<file path="src/rtl/rdct_pkg.sv">
// ---------------------------------------------------------------------------
// rdct_pkg
// Shared constants, codes and controller/datapath handshake types for the
// ruler distance conflict table.
// ---------------------------------------------------------------------------
package rdct_pkg;

  localparam int unsigned MaxMarks  = 32;
  localparam int unsigned MarkIdxW  = 5;
  localparam int unsigned MarkCntW  = 6;
  localparam int unsigned PosW      = 10;
  localparam int unsigned HistDepth = 1024;
  localparam int unsigned CntW      = 9;
  localparam int unsigned HitW      = 5;
  localparam int unsigned OpW       = 3;
  localparam int unsigned CfgIdxW   = 1;
  localparam int unsigned CfgDataW  = 10;

  localparam logic [CntW-1:0] CntMax = '1;

  // operation codes
  localparam logic [OpW-1:0] OP_CLEAR = 3'd0;
  localparam logic [OpW-1:0] OP_PLACE = 3'd1;
  localparam logic [OpW-1:0] OP_LIFT  = 3'd2;
  localparam logic [OpW-1:0] OP_PROBE = 3'd3;
  localparam logic [OpW-1:0] OP_QUERY = 3'd4;

  // configuration register indexes
  localparam logic [CfgIdxW-1:0] REG_MARK_COUNT   = 1'b0;
  localparam logic [CfgIdxW-1:0] REG_RULER_LENGTH = 1'b1;

  // kind of walk over the marks
  typedef enum logic [1:0] {
    PASS_REMOVE,
    PASS_ADD,
    PASS_LOOK,
    PASS_SHARE
  } pass_e;

  typedef struct packed {
    logic  latch;
    logic  sweep_en;
    logic  clear_marks;
    logic  own_read;
    logic  own_capture;
    logic  pass_start;
    pass_e pass_kind;
    logic  set_mark;
    logic  drop_mark;
  } ctrl_cmd_t;

  typedef struct packed {
    logic [OpW-1:0] op;
    logic           mark_ok;
    logic           own_valid;
    logic           pass_idle;
    logic           sweep_last;
  } dp_status_t;

endpackage

</file>
<file path="src/rtl/rdct_ctrl.sv">
// ---------------------------------------------------------------------------
// rdct_ctrl
// Operation sequencer: decodes an accepted command and steps the datapath
// through its histogram sweeps and mark walks.
// ---------------------------------------------------------------------------
module rdct_ctrl import rdct_pkg::*; (
  input  logic       clk_i,
  input  logic       rst_ni,
  input  logic       start_i,
  input  dp_status_t status_i,
  output logic       busy_o,
  output logic       done_o,
  output ctrl_cmd_t  cmd_o
);

  typedef enum logic [10:0] {
    S_BOOT   = 11'b000_0000_0001,
    S_IDLE   = 11'b000_0000_0010,
    S_DECODE = 11'b000_0000_0100,
    S_CLEAR  = 11'b000_0000_1000,
    S_OWN    = 11'b000_0001_0000,
    S_REMOVE = 11'b000_0010_0000,
    S_ADD    = 11'b000_0100_0000,
    S_LOOK   = 11'b000_1000_0000,
    S_SHARE  = 11'b001_0000_0000,
    S_DONE   = 11'b010_0000_0000,
    S_SPARE  = 11'b100_0000_0000
  } state_e;

  state_e state_q, state_d;

  always_ff @(posedge clk_i or negedge rst_ni) begin
    if (!rst_ni) begin
      state_q <= S_BOOT;
    end else begin
      state_q <= state_d;
    end
  end

  always_comb begin
    cmd_o   = '0;
    state_d = state_q;
    case (state_q)
      S_BOOT: begin
        cmd_o.sweep_en = 1'b1;
        if (status_i.sweep_last) state_d = S_IDLE;
      end
      S_IDLE: begin
        if (start_i) begin
          cmd_o.latch = 1'b1;
          state_d     = S_DECODE;
        end
      end
      S_DECODE: begin
        if (status_i.op == OP_CLEAR) begin
          cmd_o.clear_marks = 1'b1;
          state_d           = S_CLEAR;
        end else if (!status_i.mark_ok) begin
          state_d = S_DONE;
        end else begin
          case (status_i.op)
            OP_PLACE: begin
              if (status_i.own_valid) begin
                cmd_o.own_read = 1'b1;
                state_d        = S_OWN;
              end else begin
                cmd_o.set_mark   = 1'b1;
                cmd_o.pass_start = 1'b1;
                cmd_o.pass_kind  = PASS_ADD;
                state_d          = S_ADD;
              end
            end
            OP_LIFT, OP_QUERY: begin
              if (status_i.own_valid) begin
                cmd_o.own_read = 1'b1;
                state_d        = S_OWN;
              end else begin
                state_d = S_DONE;
              end
            end
            OP_PROBE: begin
              cmd_o.pass_start = 1'b1;
              cmd_o.pass_kind  = PASS_LOOK;
              state_d          = S_LOOK;
            end
            default: state_d = S_DONE;
          endcase
        end
      end
      S_CLEAR: begin
        cmd_o.sweep_en = 1'b1;
        if (status_i.sweep_last) state_d = S_DONE;
      end
      S_OWN: begin
        cmd_o.own_capture = 1'b1;
        cmd_o.pass_start  = 1'b1;
        if (status_i.op == OP_QUERY) begin
          cmd_o.pass_kind = PASS_SHARE;
          state_d         = S_SHARE;
        end else begin
          cmd_o.pass_kind = PASS_REMOVE;
          state_d         = S_REMOVE;
        end
      end
      S_REMOVE: begin
        if (status_i.pass_idle) begin
          if (status_i.op == OP_PLACE) begin
            cmd_o.set_mark   = 1'b1;
            cmd_o.pass_start = 1'b1;
            cmd_o.pass_kind  = PASS_ADD;
            state_d          = S_ADD;
          end else begin
            cmd_o.drop_mark = 1'b1;
            state_d         = S_DONE;
          end
        end
      end
      S_ADD, S_LOOK, S_SHARE: begin
        if (status_i.pass_idle) state_d = S_DONE;
      end
      S_DONE: begin
        state_d = S_IDLE;
      end
      default: state_d = S_IDLE;
    endcase
  end

  assign busy_o = (state_q != S_IDLE);
  assign done_o = (state_q == S_DONE);

`ifndef SYNTHESIS
  a_done_single: assert property (@(posedge clk_i) disable iff (!rst_ni)
    done_o |=> !done_o)
    else $error("result strobe held for more than one cycle");

  a_accept_busy: assert property (@(posedge clk_i) disable iff (!rst_ni)
    (start_i && !busy_o) |=> busy_o)
    else $error("accepted command did not raise busy");

  a_idle_quiet: assert property (@(posedge clk_i) disable iff (!rst_ni)
    !busy_o |-> !(cmd_o.pass_start || cmd_o.sweep_en))
    else $error("datapath work started while idle");
`endif

endmodule

</file>
<file path="config.mk">
export PLATFORM = sky130hd
export DESIGN_NAME = rdct_ctrl
export DESIGN_NICKNAME = d
export VERILOG_FILES = /design/src/rtl/rdct_pkg.sv /design/src/rtl/rdct_ctrl.sv
export SDC_FILE = /design/constraint.sdc
export NUM_CORES = 1
export LEC_CHECK = 0
export ABC_AREA = 1
export ABC_CLOCK_PERIOD_IN_PS = 1550
export BUFFER_PORTS_ARGS = -buffer_cell sky130_fd_sc_hd__buf_2
export CAP_MARGIN = 20
export CORE_MARGIN = 2
export CORE_UTILIZATION = 30
export CTS_BUF_LIST = sky130_fd_sc_hd__clkbuf_8
export DETAILED_ROUTE_END_ITERATION = 10
export SYNTH_ARGS = -nofsm -noshare
export SYNTH_HDL_FRONTEND = slang
export SYNTH_SLANG_ARGS = --single-unit
export TNS_END_PERCENT = 20
</file>
<file path="constraint.sdc">
create_clock -name clk_i -period 1.55 [get_ports clk_i]
set_clock_uncertainty 0.15 [all_clocks]
set_input_delay 0.2325 -clock clk_i [delete_from_list [all_inputs] [get_ports clk_i]]
set_output_delay 0.2325 -clock clk_i [all_outputs]
set_load 0.005 [all_outputs]
</file>
==> results of run 1 <==
[critical path: stages, from the launching register on]
cell and delay (ns):
dfrtp_1 0.41, nor2_4 0.14, nand2_2 0.07, nor2_4 0.15, nand4_1 0.14, nor3_2 0.17, a21oi_2 0.07, nand2_1 0.06
buf_2 0.10
[power groups by stage]
stage | Clock, mW | Sequential [mW] | Combinational [mW]
global route | 0.303 | 0.327 | 0.942
finish | 0.286 | 0.323 | 0.859
CTS | 0.286 | 0.321 | 0.818
floorplan | 0 | 0.326 | 0.431
global placement | 0 | 0.319 | 0.737
detailed placement | 0 | 0.320 | 0.745
[per-layer routing]
layer  global-route usage (%)  up-vias
met5                        0        -
met4                    9.059        0
met3                   0.9302        4
met2                    29.93       15
met1                    18.42      466
li1                         -      507
[area by class of cell]
class | count | area (sq um)
fillers | 238 | 1199
multi-input cells | 96 | 526.8
repair buffers | 52 | 350.3
flip-flops and latches | 10 | 251.5
inverters | 24 | 90.09
clock buffers | 3 | 41.29
well taps | 30 | 37.54
clock inverters | 1 | 3.754
[metrics by stage]
stage / util (%) / cells / hold WS [ns] / worst slack, ns / area [sq um]
3_3_place_gp: 44.89 / 205 / -0.03854 / -0.1683 / 1122
5_1_grt: 52.05 / 216 / 0.2134 / -0.5156 / 1301
6_report: 52.05 / 216 / 0.1691 / -0.3830 / 1301
4_1_cts: 50.30 / 215 / 0.1457 / -0.3549 / 1257
3_5_place_dp: 44.89 / 205 / -0.03275 / -0.1932 / 1122
2_1_floorplan: - / 130 / -0.2131 / -0.007529 / 799.5
[cell families after synthesis]
logic type	Yosys count	share of synthesized area (%)
and+or+nand+nor	88	52.27
AOI/OAI and AO/OA	8	5.007
buffers and inverters	24	11.27
DFF	10	31.46
[final timing paths]
kind / startpoint / end / cells past startpoint
min in group asynchronous: rst_ni / state_q[5]$_DFFE_PN0P_ / 2
max in group asynchronous: rst_ni / state_q[0]$_DFFE_PN1P_ / 2
hold reg to reg: state_q[0]$_DFFE_PN1P_ / state_q[0]$_DFFE_PN1P_ / 2
setup / recovery: state_q[9]$_DFFE_PN0P_ / cmd_o[4] / 8
setup reg to reg: state_q[9]$_DFFE_PN0P_ / state_q[1]$_DFFE_PN0P_ / 11
hold / removal: status_i[2] / state_q[4]$_DFFE_PN0P_ / 3
[placed cells by master (no fill, tap or decap), drive strengths merged, types with 5 or more instances in the layout]
cell and instances:
buf 51, nand2 41, nor2 33, inv 25, dfrtp 9, nand3 7, a21oi 5
[synthesized netlist by cell type]
master,count,area (sq um)
a21oi_1,5,25.02
and3_1,1,6.260
dfrtp_1,9,225.2
dfstp_2,1,26.28
inv_1,23,86.33
inv_2,1,3.750
nand2_1,35,131.4
nand2_2,5,31.28
nand2_4,1,11.26
nand3_1,6,30.03
nand3_4,1,17.52
nand4_1,3,18.77
nor2_1,26,97.59
nor2_2,4,25.02
nor2_4,3,33.78
nor3_1,3,15.01
o21ai_0,2,10.01
o21ai_1,1,5.000
[timing repair]
action | in CTS | in global routing
hold buffers | 1 | 0
cloned | 0 | 0
buffers inserted | 5 | 1
setup endpoints to repair | 21 | 21
resized for setup | 14 | 10
hold endpoints to repair | 10 | 0
pin swaps | 5 | 3
==> impl_metrics.yaml, run 1 <==
status:
  status: "complete, but fails checks"
  violations: "setup timing"
power:
  swShare_pct: 40.55
  finalPower_mw: 1.469
  p_leak_nw: 0.7771
  powerDensity_nw_per_um2: 1129
  power_frac_seq_pct: 22.0
  vdd_ir_drop_max_uv: 825.4
  p_int_mw: 0.8732
  clockPowerShare_pct: 19.5
  switching_power_mw: 0.5955
  p_comb_share_pct: 58.5
cells_and_area:
  largest_reg_flops: 10
  drive_above_1_share_pct: 48.39
  top_regs: "state_q x10"
  n_antenna_cell: 0
  fin_nets: 197
  area_growth_pct: 62.75
  regMostFlops: "state_q"
sta:
  worst_pin_slew_ns: 0.2766
  finalCritPeriodShare_pct: 124.7
  setup_ws_ns: -0.3830
  max-slew-margin-rel_pct: 81.37
  fin_crit_ns: 1.933
  setup_violations: 20
  hold_viol_final: 0
  slew_violations: 0
  rsz0062_at_grt: "yes"
  max_freq_mhz: 517.3
  setup_tns_ns: -4.255
place:
  gp_congestion: 0.8517
  portBuffers: 21
  dp_hpwl_um: 1713
clock_network:
  path_clk_slew_ns: 0.05
  clock_sinks: 10
  cts_tree: "yes"
  cts_made_buffers: 3
  cts_buffer_depth: 2
  h-tree-depth: 1
  clkLatencyLatePin_ns: 0.24
  root_buffer: "clkbuf_8"
floorplanning:
  start_util_pct: 31.98
  die_w_um: 55.63
  ios: 22
  coreArea_sq_um: 2500
  die_h_um: 55.63
  rows: 18
  die-area_sq_um: 3094
detailed_routing:
  met1_length_um: 994
  vias: 992
  first_pass_iters: 4
  drc: 0
  wl_met3_um: 53
  drt_iter0_drc: 18
  top_layer_used: "met4"
  routed_wl_um: 2329
  routed-wl-met2_um: 1236
  ant_nets: 0
  vias_per_cell: 4.593
  avgRoutedWirePerCell_um: 10.78
critical_path:
  cp_data_arrival_time_ns: 1.55
  endpoint_kind: "output port"
  worst_ep_required_time_ns: 1.17
  start_kind: "flop"
  r2r_slack_ns: -0.13
  cp_max_fo: 4
  crit_type: "reg -> out"
global_route:
  grt_pass1_vias: 1000
  grt_pass1_wl_um: 4077
  antenna_found_initial: 0
  overflow: 0
  gr-usage-all-layers_pct: 16.25
  grt_max_degree: 11
synthesis:
  ys_ff_latch: 10
  synth.yosys.seq_area_share_pct: 31.46
  synth_nets: 140
  ys_warn_count: 0
  netlist_area_sq_um: 799.5
  syn_area_per_cell_sq_um: 6.150
  ys_types: 18
  netlist_instances: 130
hold_path:
  hold_path_class: "in -> reg"
run:
  maxCapViolations: 0
Note: power is estimated with default switching activity, not from simulation.
==> run 2, diff against run 1 <==
--- a/config.mk
+++ b/config.mk
@@ -12,3 +12,3 @@
 export CORE_MARGIN = 2
-export CORE_UTILIZATION = 30
+export CORE_UTILIZATION = 32
 export CTS_BUF_LIST = sky130_fd_sc_hd__clkbuf_8
==> constraint.sdc (replaced) <==
create_clock -name clk_i -period 1.55 [get_ports clk_i]
set_clock_uncertainty 0.15 [all_clocks]
set_input_delay 0.31 -clock clk_i [delete_from_list [all_inputs] [get_ports clk_i]]
set_output_delay 0.31 -clock clk_i [all_outputs]
set_load 0.005 [all_outputs]
==> run 2 against run 1 <==
  * The flow still finishes with violations (setup timing)
  * Register-to-register slack got worse by 0.18 ns
  * Largest cell class unchanged
  * Non-clock buffer count is 7 higher
  * Sequential share of layout area shrank 0.85 points
  * Largest power group unchanged
  * Worst setup slack got worse by 0.065 ns
  * Highest routed layer unchanged
  * Global-route usage rose by 0.61 points
  * Flip-flop and latch count is the same
==> impl_metrics.yaml, run 2 (synthesis results as in run 1) <==
place:
  portBuffers: 21
  gp_congestion: 0.8104
  dp_hpwl_um: 1669
clock_network:
  cts_buffer_depth: 2
  cts_made_buffers: 3
  clock_sinks: 10
  root_buffer: "clkbuf_8"
  clkLatencyLatePin_ns: 0.24
  cts_tree: "yes"
  path_clk_slew_ns: 0.05
  h-tree-depth: 1
critical_path:
  crit_type: "reg -> out"
  start_kind: "flop"
  endpoint_kind: "output port"
  cp_data_arrival_time_ns: 1.54
  rr_worst_depth: 12
  worst_ep_required_time_ns: 1.09
  cp_max_fo: 4
cells_and_area:
  final_util_pct: 55.97
  layout.cells.most_common_list: "35 x buf_4, 29 x nand2_1, 23 x inv_1, 19 x buf_2, 18 x nor2_1"
  drive_above_1_share_pct: 49.74
  n_antenna_cell: 0
  largest_reg_flops: 10
  area_growth_pct: 70.27
  fin_nets: 204
  regMostFlops: "state_q"
  final_common_cell: "buf_4"
  top_regs: "state_q x10"
global_route:
  antenna_found_initial: 0
  overflow: 0
  grt_pass1_wl_um: 3525
  grt_max_degree: 11
  gr-usage-all-layers_pct: 16.86
  grt_pass1_vias: 872
floorplanning:
  ios: 22
  die_w_um: 53.99
  die_h_um: 53.99
  die-area_sq_um: 2914
  rows: 18
  coreArea_sq_um: 2432
  start_util_pct: 32.87
detailed_routing:
  routed_wl_um: 2243
  vias: 994
  ant_nets: 0
  drt_iter0_drc: 19
  first_pass_iters: 4
  avgRoutedWirePerCell_um: 10.06
  vias_per_cell: 4.457
  drc: 0
run:
  maxCapViolations: 0
sta:
  worst_pin_slew_ns: 0.2570
  setup_ws_ns: -0.4477
  hold_viol_final: 0
  max_freq_mhz: 500.6
  holdWs_ns: 0.2409
  slew_violations: 0
  rsz0062_at_grt: "yes"
  setup_violations: 21
  finalCritPeriodShare_pct: 128.9
  fin_crit_ns: 1.998
  max-slew-margin-rel_pct: 82.68
power:
  powerDensity_nw_per_um2: 1111
  vdd_ir_drop_max_uv: 866.5
  p_leak_nw: 0.8041
status:
  violations: "setup timing"
  status: "complete, but fails checks"
hold_path:
  hold_path_class: "in -> reg"
  holdPathStages: 3
[run 2: metrics by stage]
stage | std cells | setup slack, ns | total power [mW] | instance area [sq um] | setup TNS [ns]
after floorplan | 130 | -0.08503 | 0.7565 | 799.5 | -0.2482
after global placement | 204 | -0.2242 | 0.9948 | 1115 | -2.570
after detailed placement | 204 | -0.2457 | 1.002 | 1115 | -2.693
after CTS | 217 | -0.4615 | 1.419 | 1275 | -5.961
after global routing | 223 | -0.5306 | 1.620 | 1361 | -9.015
final | 223 | -0.4477 | 1.512 | 1361 | -7.004
[run 2: critical path, stage by stage, from the launching register on]
cell and delay, ns:
dfrtp_1 0.40, nor2_2 0.15, nand2_2 0.09, nor2_4 0.10
buf_4 0.14, nand4_1 0.11, buf_4 0.17, nand2_1 0.05
buf_2 0.10
[run 2: timing repair]
action | 4_1_cts | 5_1_grt
endpoints found under the setup margin | 21 | 21
buffers inserted | 8 | 6
hold endpoints to repair | 9 | 0
cloned | 0 | 0
pin swaps | 7 | 12
gates resized for setup | 14 | 12
hold buffers | 1 | 0
[run 2: worst paths after layout]
check	startpoint	to	slack, ns
max	state_q[4]$_DFFE_PN0P_	cmd_o[3]	-0.45
min	status_i[2]	state_q[4]$_DFFE_PN0P_	0.24
max reg2reg	state_q[0]$_DFFE_PN1P_	state_q[3]$_DFFE_PN0P_	-0.31
min reg2reg	state_q[0]$_DFFE_PN1P_	state_q[0]$_DFFE_PN1P_	0.36
max in group asynchronous	rst_ni	state_q[0]$_DFFE_PN1P_	0.67
min in group asynchronous	rst_ni	state_q[7]$_DFFE_PN0P_	0.31
[run 2: where the power goes]
part / internal [mW] / leakage [nW] / switching (mW) / total [mW]
clock: 0.174 / 0.0269 / 0.111 / 0.285
combinational: 0.437 / 0.645 / 0.457 / 0.894
sequential: 0.298 / 0.132 / 0.0348 / 0.333
[run 2: per-layer routing]
layer,part of all wire (%),track usage [%],vias up
met5,0,0,-
met1,45,20.78,451
met3,2.2,2.500,5
li1,-,-,521
met4,2.2,8.750,0
met2,51,28.25,17
[run 2: final cells by class]
type                    instances  area [sq um]
multi-input cells              96         524.3
inverters                      24         90.09
well taps                      30         37.54
clock inverters                 1         3.754
fillers                       229          1071
flip-flops and latches         10         251.5
repair buffers                 59         412.9
clock buffers                   3         41.29
